[src/wmt_pkg.sv]
`default_nettype none
// ----------------------------------------------------------------------------
// Workout metrics tracker package
// Shared widths, constants and structures for the tracker core and its
// session state unit.
// ----------------------------------------------------------------------------
package wmt_pkg;

   // Raw step and distance counters wrap at this many bits (16 to 32).
   localparam int CNT_W = 32;
   localparam logic [31:0] CNT_MASK = 32'hFFFF_FFFF >> (32 - CNT_W);

   localparam int SEC_W = 23;                      // clock_ms / 1000 fits here
   localparam logic [16:0] ELAPSED_MAX = 17'd86399;
   localparam logic [15:0] CAD_MAX     = 16'hFFFF;
   localparam logic [9:0]  SPEED_MAX   = 10'd1023;
   localparam logic [15:0] KM_MAX      = 16'hFFFF;
   localparam logic [32:0] CM_PER_KM   = 33'd100000;
   localparam logic [5:0]  SEC_PER_MIN = 6'd60;
   // 2^32 mod 60, the offset of a wrapped elapsed difference modulo 60.
   localparam logic [6:0]  WRAP_MOD60  = 7'd16;

   // Speed is min(dd * 600 / 100000, 1023); at or above this distance it
   // always saturates, so the per-minute distance is kept clamped to it.
   localparam logic [17:0] SPD_DD_CLAMP = 18'd170667;

   // Reciprocals for division by constants: floor(n / d) = (n * M) >> S.
   localparam logic [29:0] DIV125_M36 = 30'd549755814;    // (clk >> 3) / 125
   localparam logic [21:0] DIV15_M25  = 22'd2236963;      // (sec >> 2) / 15
   localparam logic [30:0] DIV25_M35  = 31'd1374389535;   // (cm >> 2) / 25
   localparam logic [17:0] DIV125_M24 = 18'd134218;       // (3dd >> 2) / 125

   // Intensity stage thresholds on cadence.
   localparam logic [15:0] STAGE1_MIN = 16'd80;
   localparam logic [15:0] STAGE2_MIN = 16'd100;
   localparam logic [15:0] STAGE3_MIN = 16'd120;
   localparam logic [15:0] STAGE4_MIN = 16'd140;
   localparam logic [15:0] STAGE5_MIN = 16'd160;

   // Opcodes and register indexes.
   localparam logic OP_TICK   = 1'b0;
   localparam logic OP_TOGGLE = 1'b1;

   localparam logic [1:0] REG_MIN_CADENCE = 2'd0;
   localparam logic [1:0] REG_PACE_HOLD   = 2'd1;
   localparam logic [1:0] REG_SHOW_MIN    = 2'd2;
   localparam logic [1:0] REG_SHOW_MAX    = 2'd3;

   localparam logic [7:0]  RST_MIN_CADENCE = 8'd80;
   localparam logic [7:0]  RST_PACE_HOLD   = 8'd60;
   localparam logic [11:0] RST_SHOW_MIN    = 12'd240;
   localparam logic [11:0] RST_SHOW_MAX    = 12'd1200;

   typedef struct packed {
      logic [7:0]  min_cadence;
      logic [7:0]  pace_hold;
      logic [11:0] show_min;
      logic [11:0] show_max;
   } cfg_type;

   // An item after the time split, as the session unit sees it.
   typedef struct packed {
      logic             opcode;
      logic [SEC_W-1:0] sec;
      logic [5:0]       secmod;
      logic [4:0]       hour;
      logic [5:0]       minute;
      logic [31:0]      steps;
      logic [31:0]      distance;
   } item_type;

   // Session unit result, before the output divisions.
   typedef struct packed {
      logic [16:0] elapsed;
      logic [31:0] steps;
      logic [31:0] dist_cm;
      logic [17:0] speed_dd;
      logic [15:0] cadence;
      logic [16:0] pace;
      logic        pace_visible;
      logic        full_refresh;
      logic        vibrate;
      logic        active;
   } sess_res_type;

   function automatic logic [31:0] cnt_diff(input logic [31:0] a, input logic [31:0] b);
      logic [31:0] d;
      d = (a & CNT_MASK) - (b & CNT_MASK);
      return d & CNT_MASK;
   endfunction

endpackage
`default_nettype wire

[src/wmt_session.sv]
`default_nettype none
// ----------------------------------------------------------------------------
// Workout metrics tracker session unit
// Holds the session state and works out one item's state update and result
// in a single pass; the state changes when fire is high.
// ----------------------------------------------------------------------------
module wmt_session (
   input  wire logic                  clock,
   input  wire logic                  reset,
   input  wire logic                  fire,
   input  wire wmt_pkg::item_type     item,
   input  wire wmt_pkg::cfg_type      cfg,
   output wmt_pkg::sess_res_type      res
);

   logic                      running_ff, running_in;
   logic                      armed_ff, armed_in;
   logic [wmt_pkg::SEC_W-1:0] start_sec_ff, start_sec_in;
   logic [5:0]                start_mod_ff, start_mod_in;
   logic [31:0]               base_steps_ff, base_steps_in;
   logic [31:0]               base_dist_ff, base_dist_in;
   logic [31:0]               min_steps_ff, min_steps_in;
   logic [31:0]               min_dist_ff, min_dist_in;
   logic [16:0]               last_mark_ff, last_mark_in;
   logic [15:0]               km_done_ff, km_done_in;
   logic [32:0]               km_next_ff, km_next_in;
   logic [7:0]                hold_ff, hold_in;
   logic [17:0]               speed_dd_ff, speed_dd_in;
   logic [15:0]               cadence_ff, cadence_in;
   logic [16:0]               pace_ff, pace_in;

   logic                      raw_ge;
   logic [wmt_pkg::SEC_W-1:0] raw_diff;
   logic [16:0]               elapsed;
   logic [6:0]                wrap_sum;
   logic [5:0]                wrap_mod;
   logic                      minute_hit;
   logic [31:0]               sess_steps;
   logic [31:0]               sess_cm;
   logic [31:0]               min_delta;
   logic [31:0]               min_dd;
   logic                      km_reached;
   logic [16:0]               pace_calc;
   logic                      midnight;

   assign raw_ge   = item.sec >= start_sec_ff;
   assign raw_diff = item.sec - start_sec_ff;
   // A clock that went backwards gives a huge wrapped difference.
   assign elapsed  = !raw_ge ? wmt_pkg::ELAPSED_MAX :
                     (raw_diff > wmt_pkg::SEC_W'(wmt_pkg::ELAPSED_MAX)) ?
                     wmt_pkg::ELAPSED_MAX : raw_diff[16:0];

   // The whole-minute test works on the unsaturated 32-bit difference; when
   // it wrapped, the residues differ by 2^32 mod 60.
   assign wrap_sum   = {1'b0, item.secmod} + wmt_pkg::WRAP_MOD60;
   assign wrap_mod   = (wrap_sum >= {1'b0, wmt_pkg::SEC_PER_MIN}) ?
                       6'(wrap_sum - {1'b0, wmt_pkg::SEC_PER_MIN}) : wrap_sum[5:0];
   assign minute_hit = raw_ge ? (item.secmod == start_mod_ff) : (wrap_mod == start_mod_ff);

   assign sess_steps = wmt_pkg::cnt_diff(item.steps, base_steps_ff);
   assign sess_cm    = wmt_pkg::cnt_diff(item.distance, base_dist_ff);
   assign min_delta  = wmt_pkg::cnt_diff(item.steps, min_steps_ff);
   assign min_dd     = wmt_pkg::cnt_diff(item.distance, min_dist_ff);

   // metres / 1000 > km_done is the same as centimetres >= next kilometre mark.
   assign km_reached = {1'b0, sess_cm} >= km_next_ff;
   assign pace_calc  = (elapsed >= last_mark_ff) ? (elapsed - last_mark_ff) : 17'd0;
   assign midnight   = (item.hour == 5'd0) && (item.minute == 6'd0);

   always_comb begin
      running_in    = running_ff;
      armed_in      = armed_ff;
      start_sec_in  = start_sec_ff;
      start_mod_in  = start_mod_ff;
      base_steps_in = base_steps_ff;
      base_dist_in  = base_dist_ff;
      min_steps_in  = min_steps_ff;
      min_dist_in   = min_dist_ff;
      last_mark_in  = last_mark_ff;
      km_done_in    = km_done_ff;
      km_next_in    = km_next_ff;
      hold_in       = hold_ff;
      speed_dd_in   = speed_dd_ff;
      cadence_in    = cadence_ff;
      pace_in       = pace_ff;
      res           = '0;

      priority if (item.opcode == wmt_pkg::OP_TOGGLE) begin
         armed_in = 1'b0;
         if (!running_ff) begin
            running_in  = 1'b1;
            speed_dd_in = '0;
            cadence_in  = '0;
            pace_in     = '0;
            res.active  = 1'b1;
         end else begin
            running_in = 1'b0;
         end
      end else if (!running_ff) begin
         // Ticks outside a session leave everything as it is.
      end else if (!armed_ff) begin
         armed_in      = 1'b1;
         start_sec_in  = item.sec;
         start_mod_in  = item.secmod;
         base_steps_in = item.steps & wmt_pkg::CNT_MASK;
         base_dist_in  = item.distance & wmt_pkg::CNT_MASK;
         min_steps_in  = item.steps & wmt_pkg::CNT_MASK;
         min_dist_in   = item.distance & wmt_pkg::CNT_MASK;
         last_mark_in  = '0;
         hold_in       = '0;
         km_done_in    = '0;
         km_next_in    = wmt_pkg::CM_PER_KM;
         res.speed_dd  = speed_dd_ff;
         res.cadence   = cadence_ff;
         res.pace      = pace_ff;
         res.active    = 1'b1;
      end else if (midnight) begin
         running_in = 1'b0;
         armed_in   = 1'b0;
      end else begin
         if (minute_hit) begin
            cadence_in = (min_delta > {16'd0, wmt_pkg::CAD_MAX}) ?
                         wmt_pkg::CAD_MAX : min_delta[15:0];
            if (min_delta >= {24'd0, cfg.min_cadence}) begin
               speed_dd_in = (min_dd >= {14'd0, wmt_pkg::SPD_DD_CLAMP}) ?
                             wmt_pkg::SPD_DD_CLAMP : min_dd[17:0];
            end else begin
               speed_dd_in = '0;
            end
            min_steps_in     = item.steps & wmt_pkg::CNT_MASK;
            min_dist_in      = item.distance & wmt_pkg::CNT_MASK;
            res.full_refresh = 1'b1;
         end

         if (hold_ff > 8'd1) begin
            hold_in = hold_ff - 8'd1;
         end else if (hold_ff == 8'd1) begin
            hold_in          = '0;
            res.full_refresh = 1'b1;
         end

         // At most one kilometre per tick, and only once the hold has run out.
         if (km_reached && (hold_in == 8'd0)) begin
            pace_in = pace_calc;
            hold_in = cfg.pace_hold;
            if (km_done_ff < wmt_pkg::KM_MAX) begin
               km_done_in = km_done_ff + 16'd1;
               km_next_in = km_next_ff + wmt_pkg::CM_PER_KM;
            end
            last_mark_in     = elapsed;
            res.full_refresh = 1'b1;
            res.vibrate      = 1'b1;
         end

         res.elapsed      = elapsed;
         res.steps        = sess_steps;
         res.dist_cm      = sess_cm;
         res.speed_dd     = speed_dd_in;
         res.cadence      = cadence_in;
         res.pace         = pace_in;
         res.pace_visible = (hold_in != 8'd0) &&
                            (pace_in > {5'd0, cfg.show_min}) &&
                            (pace_in < {5'd0, cfg.show_max});
         res.active       = 1'b1;
      end
   end

   always_ff @(posedge clock) begin
      if (reset) begin
         running_ff    <= 1'b0;
         armed_ff      <= 1'b0;
         start_sec_ff  <= '0;
         start_mod_ff  <= '0;
         base_steps_ff <= '0;
         base_dist_ff  <= '0;
         min_steps_ff  <= '0;
         min_dist_ff   <= '0;
         last_mark_ff  <= '0;
         km_done_ff    <= '0;
         km_next_ff    <= wmt_pkg::CM_PER_KM;
         hold_ff       <= '0;
         speed_dd_ff   <= '0;
         cadence_ff    <= '0;
         pace_ff       <= '0;
      end else if (fire) begin
         running_ff    <= running_in;
         armed_ff      <= armed_in;
         start_sec_ff  <= start_sec_in;
         start_mod_ff  <= start_mod_in;
         base_steps_ff <= base_steps_in;
         base_dist_ff  <= base_dist_in;
         min_steps_ff  <= min_steps_in;
         min_dist_ff   <= min_dist_in;
         last_mark_ff  <= last_mark_in;
         km_done_ff    <= km_done_in;
         km_next_ff    <= km_next_in;
         hold_ff       <= hold_in;
         speed_dd_ff   <= speed_dd_in;
         cadence_ff    <= cadence_in;
         pace_ff       <= pace_in;
      end
   end

endmodule
`default_nettype wire

[src/workout_metrics_tracker_core.sv]
`default_nettype none
// ----------------------------------------------------------------------------
// Workout metrics tracker core
// Turns one-second ticks and start/stop toggles into session metrics:
// elapsed time, steps, metres, per-minute speed and cadence, intensity stage
// and per-kilometre pace with display flags.
// ----------------------------------------------------------------------------
// Usage:
//   req_* carries one item per handshake: a tick (tuser 0) with the clock,
//   wall time and raw counters, or a start/stop toggle (tuser 1).
//   rsp_* returns exactly one result item per input item, in order.
//   csr_* writes the four registers; csr_ready is always high. Write them
//   only while no item is in flight.
// Throughput:
//   The pipeline takes one item per cycle unless the output stalls; the
//   session state is updated in the fifth stage, so each item sees the
//   state left by the one before it. Division by constants is done with
//   registered reciprocal multiplies.
// Reset:
//   Synchronous, active high. Clears the session, the pipeline and restores
//   the register defaults.
// Stalls:
//   While rsp_tready is low, stages behind the output register keep filling
//   bubbles; req_tready drops only when all seven stages hold an item.
// ----------------------------------------------------------------------------
module workout_metrics_tracker_core (
   input  wire logic         clock,
   input  wire logic         reset,
   // Input items.
   input  wire logic         req_tvalid,
   output logic              req_tready,
   // clock_ms[31:0], hour_now[36:32], minute_now[42:37], step_counter[74:43],
   // distance_counter[106:75], zero fill [111:107]
   input  wire logic [111:0] req_tdata,
   // opcode[0]
   input  wire logic         req_tuser,
   // Result items.
   output logic              rsp_tvalid,
   input  wire logic         rsp_tready,
   // elapsed_seconds[16:0], session_steps[48:17], session_metres[74:49],
   // speed_tenths_kmh[84:75], cadence[100:85], intensity_stage[103:101],
   // pace_seconds[120:104], pace_visible[121], full_refresh[122],
   // vibrate[123], session_active[124], zero fill [127:125]
   output logic [127:0]      rsp_tdata,
   // Register writes.
   input  wire logic         csr_valid,
   output logic              csr_ready,
   input  wire logic [1:0]   csr_addr,
   input  wire logic [11:0]  csr_data
);

   typedef struct packed {
      logic        opcode;
      logic [31:0] clk;
      logic [4:0]  hour;
      logic [5:0]  minute;
      logic [31:0] steps;
      logic [31:0] distance;
   } raw_type;

   typedef struct packed {
      logic [16:0] elapsed;
      logic [31:0] steps;
      logic [25:0] metres;
      logic [10:0] speed;
      logic [15:0] cadence;
      logic [16:0] pace;
      logic        pace_visible;
      logic        full_refresh;
      logic        vibrate;
      logic        active;
   } post_type;

   // Configuration registers.
   wmt_pkg::cfg_type cfg_ff;

   assign csr_ready = 1'b1;

   always_ff @(posedge clock) begin
      if (reset) begin
         cfg_ff.min_cadence <= wmt_pkg::RST_MIN_CADENCE;
         cfg_ff.pace_hold   <= wmt_pkg::RST_PACE_HOLD;
         cfg_ff.show_min    <= wmt_pkg::RST_SHOW_MIN;
         cfg_ff.show_max    <= wmt_pkg::RST_SHOW_MAX;
      end else if (csr_valid) begin
         unique case (csr_addr)
            wmt_pkg::REG_MIN_CADENCE: cfg_ff.min_cadence <= csr_data[7:0];
            wmt_pkg::REG_PACE_HOLD:   cfg_ff.pace_hold   <= csr_data[7:0];
            wmt_pkg::REG_SHOW_MIN:    cfg_ff.show_min    <= csr_data;
            wmt_pkg::REG_SHOW_MAX:    cfg_ff.show_max    <= csr_data;
            default: ;
         endcase
      end
   end

   // Pipeline flow control: a stage loads when it is empty or its item moves on.
   logic v1_ff, v2_ff, v3_ff, v4_ff, v5_ff, v6_ff, v7_ff;
   logic en1, en2, en3, en4, en5, en6, en7;

   assign en7 = !v7_ff || rsp_tready;
   assign en6 = !v6_ff || en7;
   assign en5 = !v5_ff || en6;
   assign en4 = !v4_ff || en5;
   assign en3 = !v3_ff || en4;
   assign en2 = !v2_ff || en3;
   assign en1 = !v1_ff || en2;

   assign req_tready = en1;
   assign rsp_tvalid = v7_ff;

   always_ff @(posedge clock) begin
      if (reset) begin
         v1_ff <= 1'b0;
         v2_ff <= 1'b0;
         v3_ff <= 1'b0;
         v4_ff <= 1'b0;
         v5_ff <= 1'b0;
         v6_ff <= 1'b0;
         v7_ff <= 1'b0;
      end else begin
         if (en1) v1_ff <= req_tvalid;
         if (en2) v2_ff <= v1_ff;
         if (en3) v3_ff <= v2_ff;
         if (en4) v4_ff <= v3_ff;
         if (en5) v5_ff <= v4_ff;
         if (en6) v6_ff <= v5_ff;
         if (en7) v7_ff <= v6_ff;
      end
   end

   // Stage 1: input register.
   raw_type s1_ff;

   always_ff @(posedge clock) begin
      if (en1) begin
         s1_ff.opcode   <= req_tuser;
         s1_ff.clk      <= req_tdata[31:0];
         s1_ff.hour     <= req_tdata[36:32];
         s1_ff.minute   <= req_tdata[42:37];
         s1_ff.steps    <= req_tdata[74:43];
         s1_ff.distance <= req_tdata[106:75];
      end
   end

   // Stage 2: seconds = clock_ms / 1000.
   logic [58:0]        sec_prod;
   wmt_pkg::item_type  s2_ff;

   assign sec_prod = 59'(s1_ff.clk[31:3]) * 59'(wmt_pkg::DIV125_M36);

   always_ff @(posedge clock) begin
      if (en2) begin
         s2_ff.opcode   <= s1_ff.opcode;
         s2_ff.sec      <= sec_prod[58:36];
         s2_ff.secmod   <= '0;
         s2_ff.hour     <= s1_ff.hour;
         s2_ff.minute   <= s1_ff.minute;
         s2_ff.steps    <= s1_ff.steps;
         s2_ff.distance <= s1_ff.distance;
      end
   end

   // Stage 3: minutes = seconds / 60.
   logic [45:0]        min_prod;
   wmt_pkg::item_type  s3_ff;
   logic [16:0]        q60_ff;

   assign min_prod = 46'(s2_ff.sec[22:2]) * 46'(wmt_pkg::DIV15_M25);

   always_ff @(posedge clock) begin
      if (en3) begin
         s3_ff  <= s2_ff;
         q60_ff <= min_prod[41:25];
      end
   end

   // Stage 4: seconds modulo 60, from q * 60 = q * 64 - q * 4.
   logic [wmt_pkg::SEC_W-1:0] sec_rem;
   wmt_pkg::item_type         s4_ff;

   assign sec_rem = s3_ff.sec - ({q60_ff, 6'd0} - {q60_ff, 2'd0}) ;

   always_ff @(posedge clock) begin
      if (en4) begin
         s4_ff.opcode   <= s3_ff.opcode;
         s4_ff.sec      <= s3_ff.sec;
         s4_ff.secmod   <= sec_rem[5:0];
         s4_ff.hour     <= s3_ff.hour;
         s4_ff.minute   <= s3_ff.minute;
         s4_ff.steps    <= s3_ff.steps;
         s4_ff.distance <= s3_ff.distance;
      end
   end

   // Stage 5: session state update.
   wmt_pkg::sess_res_type ses_res;
   wmt_pkg::sess_res_type s5_ff;
   logic                  ses_fire;

   assign ses_fire = en5 && v4_ff;

   wmt_session u_session (
      .clock (clock),
      .reset (reset),
      .fire  (ses_fire),
      .item  (s4_ff),
      .cfg   (cfg_ff),
      .res   (ses_res)
   );

   always_ff @(posedge clock) begin
      if (en5) s5_ff <= ses_res;
   end

   // Stage 6: metres = cm / 100 and speed = 3 * dd / 500.
   logic [60:0] me_prod;
   logic [19:0] dd_x3;
   logic [35:0] spd_prod;
   post_type    s6_ff;

   assign me_prod  = 61'(s5_ff.dist_cm[31:2]) * 61'(wmt_pkg::DIV25_M35);
   assign dd_x3    = {1'b0, s5_ff.speed_dd, 1'b0} + {2'd0, s5_ff.speed_dd};
   assign spd_prod = 36'(dd_x3[19:2]) * 36'(wmt_pkg::DIV125_M24);

   always_ff @(posedge clock) begin
      if (en6) begin
         s6_ff.elapsed      <= s5_ff.elapsed;
         s6_ff.steps        <= s5_ff.steps;
         s6_ff.metres       <= me_prod[60:35];
         s6_ff.speed        <= spd_prod[34:24];
         s6_ff.cadence      <= s5_ff.cadence;
         s6_ff.pace         <= s5_ff.pace;
         s6_ff.pace_visible <= s5_ff.pace_visible;
         s6_ff.full_refresh <= s5_ff.full_refresh;
         s6_ff.vibrate      <= s5_ff.vibrate;
         s6_ff.active       <= s5_ff.active;
      end
   end

   // Stage 7: speed saturation, intensity stage, output register.
   logic [9:0]   speed_sat;
   logic [2:0]   stage;
   logic [127:0] rsp_data_ff;

   assign speed_sat = (s6_ff.speed > {1'b0, wmt_pkg::SPEED_MAX}) ?
                      wmt_pkg::SPEED_MAX : s6_ff.speed[9:0];

   always_comb begin
      priority if (s6_ff.cadence >= wmt_pkg::STAGE5_MIN) stage = 3'd5;
      else if (s6_ff.cadence >= wmt_pkg::STAGE4_MIN)     stage = 3'd4;
      else if (s6_ff.cadence >= wmt_pkg::STAGE3_MIN)     stage = 3'd3;
      else if (s6_ff.cadence >= wmt_pkg::STAGE2_MIN)     stage = 3'd2;
      else if (s6_ff.cadence >= wmt_pkg::STAGE1_MIN)     stage = 3'd1;
      else                                               stage = 3'd0;
   end

   always_ff @(posedge clock) begin
      if (en7) begin
         rsp_data_ff <= {3'd0, s6_ff.active, s6_ff.vibrate, s6_ff.full_refresh,
                         s6_ff.pace_visible, s6_ff.pace, stage, s6_ff.cadence,
                         speed_sat, s6_ff.metres, s6_ff.steps, s6_ff.elapsed};
      end
   end

   assign rsp_tdata = rsp_data_ff;

`ifndef SYNTHESIS
   a_reset_empties_output: assert property (@(posedge clock) disable iff (reset)
      $past(reset) |-> !rsp_tvalid)
      else $error("result valid right after reset");

   a_stalled_stage_holds: assert property (@(posedge clock) disable iff (reset)
      (v4_ff && !en5) |=> (v4_ff && $stable(s4_ff)))
      else $error("stalled item before the session stage was lost or changed");

   a_vibrate_refreshes: assert property (@(posedge clock) disable iff (reset)
      (ses_fire && ses_res.vibrate) |=>
         (v5_ff && s5_ff.vibrate && s5_ff.full_refresh && s5_ff.active))
      else $error("kilometre completion without refresh or active session");
`endif

endmodule
`default_nettype wire
[config.mk]
export PLATFORM = sky130hd
export DESIGN_NAME = workout_metrics_tracker_core
export DESIGN_NICKNAME = d
export VERILOG_FILES = /design/src/wmt_pkg.sv /design/src/wmt_session.sv /design/src/workout_metrics_tracker_core.sv
export SDC_FILE = /design/constraint.sdc
export NUM_CORES = 2
export LEC_CHECK = 0
export ABC_AREA = 1
export ABC_CLOCK_PERIOD_IN_PS = 19150
export BUFFER_PORTS_ARGS = -buffer_cell sky130_fd_sc_hd__buf_2
export CAP_MARGIN = 20
export CORE_MARGIN = 4
export CORE_UTILIZATION = 45
export DETAILED_ROUTE_END_ITERATION = 6
export GPL_TIMING_DRIVEN = 0
export PLACE_DENSITY = 0.58
export SLEW_MARGIN = 20
export SYNTH_ARGS = -nofsm -noshare
export SYNTH_HDL_FRONTEND = slang
export SYNTH_SLANG_ARGS = --single-unit
[constraint.sdc]
create_clock -name clock -period 19.15 [get_ports clock]
set_input_delay 0.9575 -clock clock [delete_from_list [all_inputs] [get_ports clock]]
set_output_delay 0.9575 -clock clock [all_outputs]
set_load 0.05 [all_outputs]
# Word level (Yosys, flattened, before mapping)
# Cells that the tools add are included.
# W data, S select, Z words.
# word_totals
reg_bits	1130
in_bits	132
output_inout_bits	131
elab_cells	247
# op_classes
add_sub_neg	14
n_mul	4
order_cmp	18
n_eq_ne	12
n_mux	80
bitwise_logic	3
n_reduce_logical	40
# op_table
op	count
$mux W17	16
$mux W32	6
$mux W16	11
$mux W18	8
$mux W136	1
$mux W33	4
$sub A32 B32 Y32	4
$mux W8	13
$mul A30 B31 Y61 const B	1
$mul A29 B29 Y58 const B	1
$mux W51	1
$ge A16 B7 Y1 const B	3
$mul A18 B17 Y34 const B	1
$add A33 B17 Y33 const B	1
$ge A32 B33 Y1	1
$ge A16 B8 Y1 const B	2
$ge A32 B18 Y1 const B	1
$ge A32 B8 Y1	1
$gt A32 B16 Y1 const B	1
$mul A21 B22 Y29 const B	1
$ge A23 B23 Y1	1
$gt A23 B17 Y1 const B	1
$sub A23 B23 Y23	1
$add A19 B18 Y20	1
38 further kinds	89

# Logic depth before layout (Yosys ltp)
# logic_depth
depth_word	21
mapped_depth	43
ltp_nobuf	43

# By module
# A second synthesis with hierarchy kept.
# hier_totals
cells_unflattened	10471
hier_area_um2	92248.5
# modules_own_cells
module	n_inst	cells_per_inst	area_each_um2	seq_area_each_um2
workout_metrics_tracker_core	1	5966	65783.1	24723.7
wmt_session	1	4505	26465.4	5585.4

# Worst setup path before layout
# Ideal clock, no wire load.
# synth_timing
kind	input -> output
from	input port rsp_tready
to	output port req_tready
arrival_ns	16.063
t_required_ns	18.192
slack_ns	2.130
path_stages	12
n_path_buf	0
cell_sequence	nor2_1 -> inv_1 -> nor2_1 -> inv_1 -> nor2_1 -> inv_1 -> nor2_1 -> inv_1 -> nor2_1 -> inv_1 -> nor2_1 -> nand2_1
# synth_between
elab_chain_cells	7
# synth_lines
element	line	rtl
from (decl)	workout_metrics_tracker_core.sv:39	input wire logic rsp_tready,
$logic_or A1 B1 Y1	workout_metrics_tracker_core.sv:100	assign en7 = !v7_ff || rsp_tready;
named net en7	workout_metrics_tracker_core.sv:98	logic en1, en2, en3, en4, en5, en6, en7;
$logic_or A1 B1 Y1	workout_metrics_tracker_core.sv:101	assign en6 = !v6_ff || en7;
named net en6	workout_metrics_tracker_core.sv:98	
$logic_or A1 B1 Y1	workout_metrics_tracker_core.sv:102	assign en5 = !v5_ff || en6;
$logic_or A1 B1 Y1	workout_metrics_tracker_core.sv:103	assign en4 = !v4_ff || en5;
named net en4	workout_metrics_tracker_core.sv:98	
$logic_or A1 B1 Y1	workout_metrics_tracker_core.sv:104	assign en3 = !v3_ff || en4;
named net en3	workout_metrics_tracker_core.sv:98	
$logic_or A1 B1 Y1	workout_metrics_tracker_core.sv:105	assign en2 = !v2_ff || en3;
$logic_or A1 B1 Y1	workout_metrics_tracker_core.sv:106	assign en1 = !v1_ff || en2;
to (decl)	workout_metrics_tracker_core.sv:31	output logic req_tready,
# The timed path passes the listed nets, and every way through them passes these cells.

# Final worst setup path
# layout_timing
from	register s4_ff[82] in the netlist's numbering
to	register s5_ff[3] in the netlist's numbering (data pin)
# layout_between
elab_chain_cells	14
elab_cells_between_ends	17
cone_classes	2 x add/sub; 5 x order compare; 8 x mux; 2 x reduce/logical
# layout_lines
element	line	rtl
from (decl)	workout_metrics_tracker_core.sv:179	wmt_pkg::item_type s4_ff;
$sub A23 B23 Y23	wmt_session.sv:47	assign raw_diff = item.sec - start_sec_ff;
$gt A23 B17 Y1	wmt_session.sv:50	(raw_diff > wmt_pkg::SEC_W'(wmt_pkg::ELAPSED_MAX)) ?
$mux W17	wmt_session.sv:50	
$mux W17 (*)	wmt_session.sv:49	assign elapsed = !raw_ge ? wmt_pkg::ELAPSED_MAX :
named net u_session.elapsed[4]	wmt_session.sv:34	logic [16:0] elapsed;
$sub A17 B17 Y17 / $ge A17 B17 Y1 (equally long branches)	wmt_session.sv:67	assign pace_calc = (elapsed >= last_mark_ff) ? (elapsed - last_mark_ff) : 17'd0;
$mux W17 (*)	wmt_session.sv:67	
$mux W17 (*)	wmt_session.sv:143	if (km_reached && (hold_in == 8'd0)) begin
$mux W17 (*)	wmt_session.sv:117	end else if (midnight) begin
$mux W17 (*)	wmt_session.sv:101	end else if (!armed_ff) begin
$mux W17 (*)	wmt_session.sv:99	end else if (!running_ff) begin
$mux W17 (*)	wmt_session.sv:88	priority if (item.opcode == wmt_pkg::OP_TOGGLE) begin
$gt A17 B12 Y1	wmt_session.sv:162	(pace_in > {5'd0, cfg.show_min}) &&
$logic_and A1 B1 Y1	wmt_session.sv:161	res.pace_visible = (hold_in != 8'd0) &&
$logic_and A1 B1 Y1 (*)	wmt_session.sv:162	
to (signal assigned)	workout_metrics_tracker_core.sv:212	if (en5) s5_ff <= ses_res;
to (decl)	workout_metrics_tracker_core.sv:197	wmt_pkg::sess_res_type s5_ff;
# The timed path passes the listed nets; every way through them passes the cells marked *. The select of a mux whose other input is x is not followed.
# A chain may end at the register's enable or synchronous reset.

==> impl_metrics.yaml <==
detailed_routing:
  drt-wirelength-per-cell_um: 19.4
  detail-route-antenna-nets: 0
  detailedRoute.firstIterationViolations: 4588
  detailroute.via_count: 64200
  first_pass_iters: 6
  vias_per_cell: 5.09
  route.detailed.drc: 0
  drt_wl_total_mm: 245
clock_tree:
  cts.repair.resized: 0
  worst_skew_pair.late_latency_ps: 800
  cts_tree: "done"
  clock_path_buffers: 3
  cts_hold_buf: 0
  ctsHtreeMaxLevel: 3
  clock_sinks: 1116
  cts_setup_buffers: 0
  cts-root-buf: "sky130_fd_sc_hd__clkbuf_16"
  clk_pin_slew_worst_paths_ps: 70
  cts_made_buffers: 121
timing:
  setup_viol_count_final: 0
  grt_setup_unrepaired: "false"
  final_critical_path_setup_slack_ps: 10950
  min_period_over_period: 0.428
  timing.final.crit_period_ps: 8200
  final-max-slew-violation-count: 0
  report.final.hold_viol_count: 0
  relSlewSlack: 0.265
  maximum_frequency_from_static_timing_analysis_mhz: 122
  setup-tns-final_ps: 0
  worst_hold_slack_ps: 348
  final_setup_skew_ps: 81.8
  actual_transition_at_the_worst_max_transition_pin_ps: 1100
power_and_ir_drop:
  comb_power_share: 0.627
  pwr_density_cell_nw_per_um2: 152
  seqPwrFrac: 0.202
  internal_power_mw: 7.85
  net-switching-power_mw: 6.98
  ir_worst_vdd_v: 0.000287
  power_switching_share: 0.470
  clockPowerShare: 0.172
  power_leakage_nw: 49.2
  report.power.total_mw: 14.8
layout:
  drive_gt1_frac: 0.0559
  final_cells: 12600
  multi_input_comb_area_um2: 49400
  area_delta_synth_final_pct: 10.4
  post-route-cell-area_um2: 97600
  n_fill_cell: 18200
  final-seq-area_um2: 30300
  fin_util: 0.500
  final_net_count: 12000
placed_design:
  dp_worst_setup_slack_ps: 11170
  gp_congestion: 0.978
  dpl_cell_area_um2: 93200
  port_buffers: 249
  post-dp-hpwl_mm: 204
  placed_cells: 12400
synthesis:
  combinational_family_with_the_most_area_after_synthesis: "adder cells"
  yosys_top_cell_area_share: 0.269
  synth_async_sr_flop_share: 0
  syn-mean-instance-area_um2: 9.30
  yosys.area.top_type: "sky130_fd_sc_hd__edfxtp_1"
  synth-simple-area-share: 0.121
  synthesized_area_fraction_occupied_by_xor_and_xnor_cells: 0.0192
  yosysWarnings: 0
  synth_compound_gate_area_share: 0.0849
  syn_inst: 9501
  count_of_flip_flops_with_a_built_in_enable_after_synthesis: 792
  post_synth_fa_ha_maj_area_fraction: 0.334
  synthTopCellsByArea: "sky130_fd_sc_hd__edfxtp_1, sky130_fd_sc_hd__ha_1, sky130_fd_sc_hd__fa_1"
  yosys-mux-area-fraction: 0
  mappedNetlistArea_um2: 88400
  yosys_register_bits: 1116
  postSynth.topFlopCell: "sky130_fd_sc_hd__edfxtp_1"
  seq_area_frac_synth: 0.342
  synthDistinctLibCells: 63
die:
  fp-row-count: 162
  dieArea_um2: 204000
  floorplan.die.height_um: 451
  coreArea_um2: 195000
  io_pins: 263
  initial_core_util: 0.453
  fp.dieW_um: 451
flow_run:
  max_capacitance_violation_total: 0
status:
  run_status: "complete, no violations"
critical_path:
  timing.critical_path.to_type: "register"
  worst_path_largest_cell_delay_ps: 550
  worst_setup_path_start_kind: "register"
  cpMostUsedCell: "sky130_fd_sc_hd__nand3_1"
  timing.critical_path.from: "s4_ff[82]"
  worstPathMaxFanout: 10
  rr_startpoint: "s4_ff[82]"
  critPathArrivalTime_ps: 8710
  worst-r2r-setup-slack_ps: 10950
  rr_endpoint: "s5_ff[3]"
  worstSetupPathType: "reg2reg"
  required_time_at_the_worst_slack_endpoint_ps: 19660
  number_of_cells_traversed_by_the_worst_register_to_register_path: 37
  critPathSlowestCell: "sky130_fd_sc_hd__o22ai_1"
worst_hold_path:
  worst_min_delay_path_startpoint: "req_tdata[58]"
  worst_hold_stages: 1
  timing.hold.worst_endpoint: "s1_ff[47]"
  classification_of_the_worst_slack_hold_path: "in2reg"
global_route:
  grt_first_pass_wirelength_mm: 379
  grt_start_max_net_pins: 92
  antenna_violations_before_repair: 10
  grt_pass1_vias: 65100
  grt_overflow_total: 0
  grt_usage: 0.240
[state kept, by name (all words and copies together) (netlist names), 40 cells and up]
register,count
s1_ff,105
s2_ff,99
cfg_ff,40
s4_ff,103
s5_ff,134
rsp_tdata,125
s3_ff,99
s6_ff,123
[placed cells by master, fill, tap and decap left out, types with 10 or more instances in the layout]
master                       instances
sky130_fd_sc_hd__xor2_1            128
sky130_fd_sc_hd__inv_1            2151
sky130_fd_sc_hd__nand4_1            91
sky130_fd_sc_hd__xnor2_1            66
sky130_fd_sc_hd__and2_1             10
sky130_fd_sc_hd__o21ai_1            13
sky130_fd_sc_hd__fa_1              706
sky130_fd_sc_hd__clkinv_1           14
sky130_fd_sc_hd__buf_6              11
sky130_fd_sc_hd__bufinv_16          23
sky130_fd_sc_hd__a21o_1             19
sky130_fd_sc_hd__nand2_1          1466
sky130_fd_sc_hd__ha_1             1228
sky130_fd_sc_hd__or2_2              20
sky130_fd_sc_hd__o21ai_0           425
sky130_fd_sc_hd__a21boi_0           10
sky130_fd_sc_hd__o21a_1             30
sky130_fd_sc_hd__nor3_1             71
sky130_fd_sc_hd__clkbuf_16         122
sky130_fd_sc_hd__o21bai_1           35
sky130_fd_sc_hd__a31oi_1            51
sky130_fd_sc_hd__clkinvlp_4         13
sky130_fd_sc_hd__a21oi_1           700
sky130_fd_sc_hd__o211ai_1           28
sky130_fd_sc_hd__nand3b_1           23
sky130_fd_sc_hd__nor2_1            558
sky130_fd_sc_hd__clkbuf_1          102
sky130_fd_sc_hd__dfxtp_1           324
sky130_fd_sc_hd__nor4_1             31
sky130_fd_sc_hd__clkinv_2           13
sky130_fd_sc_hd__nand3_1           283
sky130_fd_sc_hd__clkinv_4           15
sky130_fd_sc_hd__o22ai_1            13
sky130_fd_sc_hd__inv_6              12
sky130_fd_sc_hd__buf_2             272
sky130_fd_sc_hd__edfxtp_1          792
[metal layers]
layer / track usage / up-vias / part of all wire
li1: - / 31500 / -
met1: 0.325 / 30900 / 0.45
met2: 0.402 / 1465 / 0.47
met3: 0.0271 / 345 / 0.044
met4: 0.0805 / 6 / 0.035
met5: 0 / - / 0.00017
[cell usage after synthesis, types with 7 or more instances]
master                        n
sky130_fd_sc_hd__nor3_1      71
sky130_fd_sc_hd__xor2_1     128
sky130_fd_sc_hd__fa_1       706
sky130_fd_sc_hd__buf_6        9
sky130_fd_sc_hd__o211ai_1    28
sky130_fd_sc_hd__o21ai_0    425
sky130_fd_sc_hd__a211oi_1     8
sky130_fd_sc_hd__inv_1     2157
sky130_fd_sc_hd__a21oi_1    700
sky130_fd_sc_hd__xnor2_1     66
sky130_fd_sc_hd__o22ai_1     13
sky130_fd_sc_hd__nand2_1   1467
sky130_fd_sc_hd__ha_1      1228
sky130_fd_sc_hd__buf_2       23
sky130_fd_sc_hd__clkbuf_1    92
sky130_fd_sc_hd__a31oi_1     51
sky130_fd_sc_hd__or2_2       20
sky130_fd_sc_hd__edfxtp_1   792
sky130_fd_sc_hd__a21boi_0    10
sky130_fd_sc_hd__nor2_1     558
sky130_fd_sc_hd__a21o_1      19
sky130_fd_sc_hd__o21bai_1    35
sky130_fd_sc_hd__o21ai_1     13
sky130_fd_sc_hd__nor4_1      31
sky130_fd_sc_hd__and2_1      10
sky130_fd_sc_hd__dfxtp_1    324
sky130_fd_sc_hd__o21a_1      30
sky130_fd_sc_hd__nand3b_1    23
sky130_fd_sc_hd__nand4_1     91
sky130_fd_sc_hd__nand3_1    283
sky130_fd_sc_hd__o221ai_1     7
[area by class of cell]
type | instances | area share
Multi-Input combinational cell | 6088 | 0.506
Clock inverter | 90 | 0.0129
Tap cell | 2624 | 0.0336
Antenna cell | 4 | 0.000103
Sequential cell | 1116 | 0.310
Clock buffer | 136 | 0.0320
Buffer | 134 | 0.00636
Inverter | 2165 | 0.0836
Timing Repair Buffer | 259 | 0.0153
[logic make-up after synthesis]
| group | after synthesis |
|---|---|
| buffers and inverters | 2299 |
| DFF | 1116 |
| xor gates and xnor gates | 194 |
| adders and majority gates | 1934 |
| and+or+nand+nor | 2577 |
| other | 2 |
| AOI/OAI and AO/OA | 1379 |
[worst max-delay path: cells and delay by family (launching register included)]
family	cells	cell delay, ps
AO/OA/AOI/OAI	10	2640
adder cells (fa/ha/maj)	3	1320
buffers and inverters	3	540
flip-flops	1	470
AND/OR/NAND/NOR	21	2950
[power by group through the flow]
stage,Sequential (mW),Combinational [mW],Clock [mW]
2_1_floorplan,2.96,6.76,0
3_3_place_gp,3.04,9.11,0
3_5_place_dp,3.04,9.18,0
4_1_cts,2.99,9.30,2.62
5_1_grt,3.00,10.7,2.72
6_report,2.99,9.29,2.55
[worst max path at each step]
stage	slack [ps]	depth (start not counted)	to
3_3_place_gp	-6590	14	req_tready
5_1_grt	10410	38	s5_ff[3]
3_5_place_dp	11170	38	s5_ff[3]
4_1_cts	11120	38	s5_ff[3]
2_1_floorplan	2130	12	req_tready
6_report	10950	37	s5_ff[3]
Note: power is estimated with default switching activity, not from simulation.
